File: config.mk
export PLATFORM = sky130hd
export DESIGN_NAME = nps_ctrl
export DESIGN_NICKNAME = d
export VERILOG_FILES = /design/src/design/nps_pkg.sv /design/src/design/nps_ctrl.sv
export SDC_FILE = /design/constraint.sdc
export NUM_CORES = 1
export LEC_CHECK = 0
export ABC_AREA = 1
export BUFFER_PORTS_ARGS = -buffer_cell sky130_fd_sc_hd__buf_2
export CAP_MARGIN = 20
export CORE_AREA = 3 3 40 42
export DETAILED_ROUTE_END_ITERATION = 8
export DIE_AREA = 0 0 43 45
export SLEW_MARGIN = 20
export SYNTH_ARGS = -nofsm -noshare
export SYNTH_HDL_FRONTEND = slang
export SYNTH_SLANG_ARGS = --single-unit
File: constraint.sdc
create_clock -name clk -period 1.3 [get_ports clk]
set_input_delay 0.26 -clock clk [delete_from_list [all_inputs] [get_ports clk]]
set_output_delay 0.26 -clock clk [all_outputs]
set_load 0.02 [all_outputs]
File: src/design/nps_pkg.sv
// Shared codes and controller/datapath handshake types for the nearest point search unit.
package nps_pkg;

  localparam logic [1:0] OP_CLEAR  = 2'd0;
  localparam logic [1:0] OP_APPEND = 2'd1;
  localparam logic [1:0] OP_QUERY  = 2'd2;

  typedef struct packed {
    logic clear;
    logic append;
    logic query_start;
    logic scan_issue;
    logic push;
  } nps_cmd_t;

  typedef struct packed {
    logic count_zero;
    logic last_issue;
    logic pipe_busy;
    logic out_free;
  } nps_stat_t;

endpackage

File: src/design/nps_ctrl.sv
// Controller state machine that sequences clear, append and query scans.
module nps_ctrl import nps_pkg::*; (
  input  logic       clk,
  input  logic       rst,
  input  logic       in_valid,
  input  logic [1:0] in_operation,
  output logic       in_ready,
  input  nps_stat_t  stat,
  output nps_cmd_t   cmd
);

  localparam logic [1:0] S_IDLE = 2'd0;
  localparam logic [1:0] S_SCAN = 2'd1;
  localparam logic [1:0] S_WAIT = 2'd2;
  localparam logic [1:0] S_PUSH = 2'd3;

  logic [1:0] state;
  logic [1:0] state_next;

  always_ff @(posedge clk) begin
    if (rst) begin
      state <= S_IDLE;
    end else begin
      state <= state_next;
    end
  end

  always_comb begin
    state_next = state;
    cmd        = '0;
    in_ready   = 1'b0;
    case (state)
      S_IDLE: begin
        in_ready = 1'b1;
        if (in_valid) begin
          case (in_operation)
            OP_CLEAR: begin
              cmd.clear = 1'b1;
            end
            OP_APPEND: begin
              cmd.append = 1'b1;
              state_next = S_PUSH;
            end
            OP_QUERY: begin
              cmd.query_start = 1'b1;
              state_next      = stat.count_zero ? S_PUSH : S_SCAN;
            end
            default: begin
            end
          endcase
        end
      end
      S_SCAN: begin
        cmd.scan_issue = 1'b1;
        if (stat.last_issue) begin
          state_next = S_WAIT;
        end
      end
      S_WAIT: begin
        if (!stat.pipe_busy) begin
          state_next = S_PUSH;
        end
      end
      S_PUSH: begin
        if (stat.out_free) begin
          cmd.push   = 1'b1;
          state_next = S_IDLE;
        end
      end
      default: begin
        state_next = S_IDLE;
      end
    endcase
  end

endmodule

==> summary.log <==
INFO  grt            grt_max_degree=6
INFO  worst_setup_path worst_setup_path_end_kind=primary output
INFO  timing         period_share=104.1%
INFO  layout         largest_register_ff_count=2
INFO  worst_setup_path cp_cell_sequence=inv_2 -> ha_4 -> nand2_4 -> nor3_4 -> buf_6
INFO  clocking       clk_pin_slew=0.03ns
INFO  timing         slew_limit_fails=0
INFO  job            cap_viol_max_count=0
INFO  clocking       tritoncts=yes
INFO  grt            grt_usage=9.151%
INFO  layout         count_of_inserted_antenna_diode_cells=0
INFO  drt            firstDrtPassIters=4
INFO  yosys          yosys_warnings=0
INFO  timing         final_skew=0.001861ns
INFO  outcome        failed_checks=negative setup slack
INFO  pwr            swShare=45.98%
INFO  layout         mostFrequentLayoutCell=sky130_fd_sc_hd__nand2_1
INFO  timing         setup_ws=-0.05280ns
INFO  drt            via_count=319
INFO  yosys          netlist_instances=41
INFO  yosys          synth.net_count=54
INFO  worst_setup_path reg2reg_from=state[1]$_SDFFE_PP0P_
INFO  floorplan      floorplan.die.width=43um
INFO  pwr            p_switching=481.6uW
INFO  timing         period_needed=1.353ns
INFO  floorplan      floorplan.rows=13
INFO  worst_setup_path crit_arrival=1.09ns
INFO  worst_setup_path timing.setup.critical_path_class=reg2out
INFO  floorplan      die_area=1935squm
INFO  yosys          synth_top_cell_by_area=sky130_fd_sc_hd__ha_1
INFO  timing         maxClockFrequency=0.7392GHz
INFO  drt            drt-vias-per-instance=4.143
INFO  worst_setup_path timing.critical_path.slowest_stage_cell=sky130_fd_sc_hd__dfxtp_2
INFO  drt            routed_wirelength=707um
INFO  placement      dpl_worst_slack=-0.004843ns
INFO  clocking       cts_inserted_buffers=3
INFO  worst_setup_path cp_num_buf_inv=2
INFO  yosys          netlist_top_cells_area=sky130_fd_sc_hd__ha_1, sky130_fd_sc_hd__nand2_1, sky130_fd_sc_hd__dfxtp_1
INFO  layout         final_layout_size_suffix_gt1_share=62.90%
INFO  layout         area_delta_synth_final=110.9%
INFO  drt            drtAntennaViolNets=0
INFO  pwr            power_per_cell_area=2057nW/um^2
INFO  timing         final-setup-viol-count=1
INFO  floorplan      floorplan.initialDensity=18.79%
INFO  grt            vias_in_the_first_global_route=356
INFO  yosys          synth.yosys.seq_area_share=16.58%
INFO  placement      placement_stage_cell_area=391.6squm
INFO  timing         normalized_max_slew_margin=87.98%
INFO  hold_path      worst_hold_startpoint=rst
INFO  timing         hold-worst-slack=0.2938ns
INFO  pwr            post-layout-total-power=1047uW
INFO  timing         worst_slew_pin_slew=0.1799ns
INFO  placement      numPortBuffers=14
INFO  worst_setup_path path_max_fanout=3
INFO  outcome        outcome=finished with violations
INFO  pwr            sequentialPowerShare=11.2%
INFO  yosys          synthDistinctLibCells=13
INFO  worst_setup_path worst_path_largest_cell_delay=0.31ns
INFO  grt            grt_pass1_wl=1.304mm
INFO  layout         layout.cell_area.non_filler=509.2squm
INFO  worst_setup_path timing.reg2reg.worst_path_depth=8
INFO  layout         reg.largest.list=state (2)
INFO  yosys          post_synthesis_instance_area=241.5squm
INFO  worst_setup_path cpLargestDelayFamily=flip-flops
INFO  pwr            power_report.internal_total=565.7uW
INFO  placement      gp_congestion=0.7480
INFO  pwr            power.share.combinational=76.0%
INFO  drt            wire_per_inst=9.182um
INFO  worst_setup_path cp-start-kind=flip-flop
INFO  hold_path      timing.hold.worst_endpoint=state[1]$_SDFFE_PP0P_
INFO  clocking       cts.hold.buffers_added=0
INFO  drt            drt_drc_violations_left=0
INFO  yosys          synth_top_cell_area_share=20.73%
INFO  layout         regMostFlops=state
INFO  pwr            p_leak=0.0002583uW
INFO  layout         post-route-util=39.63%
INFO  floorplan      chip_height=45um
INFO  layout         nNetsFinal=77
INFO  pwr            clock_power_share=12.8%
INFO  grt            global_route.overflow_total=0
INFO  worst_setup_path critical_path_required=1.04ns
INFO  clocking       cts.root.buffer_cell=sky130_fd_sc_hd__clkbuf_4
INFO  floorplan      placeableCoreArea=1285squm
INFO  hold_path      hold_path_depth=4
INFO  floorplan      design.portCount=15
INFO  layout         commonest_non_fill_non_tap_cells_in_the_layout=sky130_fd_sc_hd__nand2_1, sky130_fd_sc_hd__buf_2, sky130_fd_sc_hd__inv_1
INFO  timing         grt_setup_unrepaired=true
INFO  yosys          synth_area_per_cell=5.890squm
INFO  clocking       clk_path_buf_depth=2
INFO  clocking       clock_latency=0.22ns
INFO  worst_setup_path ff2ff_setup_slack=0.03ns
INFO  grt            grt_antenna_before_repair=0
INFO  pwr            vdd.ir_drop.worst=0.9548mV
INFO  clocking       cts.sinks=2
INFO  timing         final_hold_viol_count=0
INFO  hold_path      worstHoldPathType=in2reg
INFO  placement      hpwlAfterDp=517um
INFO  drt            drt_iter0_drc=2
INFO  worst_setup_path rr_endpoint=state[1]$_SDFFE_PP0P_
INFO  yosys          ys_ff_latch=2
INFO  clocking       cts_htree_levels=1
## metrics by stage
step | setup TNS [ns] | instances
floorplan | 0 | 41
global placement | 0 | 72
detailed placement | -0.004843 | 72
CTS | -0.06678 | 77
global route | -0.2322 | 77
finish | -0.05280 | 77
## cells in the mapped netlist
cell	n
sky130_fd_sc_hd__nand2_1	12
sky130_fd_sc_hd__inv_1	9
sky130_fd_sc_hd__nor2_1	5
sky130_fd_sc_hd__ha_1	4
sky130_fd_sc_hd__a21oi_1	2
sky130_fd_sc_hd__dfxtp_1	2
sky130_fd_sc_hd__nand2_2	1
sky130_fd_sc_hd__nand3_2	1
sky130_fd_sc_hd__nor2_2	1
sky130_fd_sc_hd__nor3_1	1
sky130_fd_sc_hd__o21ai_0	1
sky130_fd_sc_hd__o21ai_1	1
sky130_fd_sc_hd__or2_1	1
## worst register-to-register path, cell delays in order, from the launching register on
cell	delay (ns)
sky130_fd_sc_hd__dfxtp_2	0.33
sky130_fd_sc_hd__inv_2	0.05
sky130_fd_sc_hd__ha_4	0.16
sky130_fd_sc_hd__buf_4	0.15
sky130_fd_sc_hd__or2_1	0.22
sky130_fd_sc_hd__o21ai_2	0.07
sky130_fd_sc_hd__nand3_2	0.08
sky130_fd_sc_hd__nand2_1	0.06
sky130_fd_sc_hd__nor2_1	0.04
## logic make-up after synthesis
logic type	Yosys count	synth area share [%]
buffers and inverters	9	13.99
adders and majority gates	4	20.73
AOI/OAI and AO/OA	4	8.286
DFF	2	16.58
and+or+nand+nor	22	40.42
## cell type report
class / count / area (sq um)
Clock buffer: 3 / 22.52
Sequential cell: 2 / 42.54
Inverter: 9 / 33.78
Timing Repair Buffer: 18 / 135.1
Tap cell: 15 / 18.77
Multi-Input combinational cell: 30 / 256.5
Fill cell: 141 / 775.7
## power groups by stage
stage | combinational (uW) | sequential [uW] | clock (uW)
floorplan | 445 | 113 | 0
global placement | 596 | 104 | 0
detailed placement | 609 | 104 | 0
CTS | 736 | 118 | 138
global route | 871 | 120 | 144
finish | 796 | 117 | 134
## how the worst max path moves through the flow
| stage | from | end | slack [ns] | cells past startpoint |
|---|---|---|---|---|
| 2_1_floorplan | state[1]$_SDFFE_PP0P_ | cmd[4] | 0.03 | 4 |
| 3_3_place_gp | state[0]$_SDFFE_PP0P_ | cmd[4] | 0.01 | 5 |
| 3_5_place_dp | state[0]$_SDFFE_PP0P_ | cmd[4] | -0.005 | 5 |
| 4_1_cts | state[0]$_SDFFE_PP0P_ | cmd[4] | -0.06 | 5 |
| 5_1_grt | state[0]$_SDFFE_PP0P_ | cmd[4] | -0.09 | 5 |
| 6_report | state[0]$_SDFFE_PP0P_ | cmd[4] | -0.05 | 5 |
## routing by layer
metal / vias to the layer above / GRT usage [%] / part of all wire [%]
met3: 0 / 2.789 / 6.5
met5: - / 0 / 0
met1: 140 / 9.856 / 42
li1: 166 / - / -
met2: 13 / 15.87 / 51
met4: 0 / 5.422 / 0
## repair_timing
item | CTS | global route
pin swaps | 4 | 3
buffers inserted | 2 | 0
endpoints found under the setup margin | 4 | 8
gates resized for setup | 18 | 7
Power figures use the tool's default switching activity.
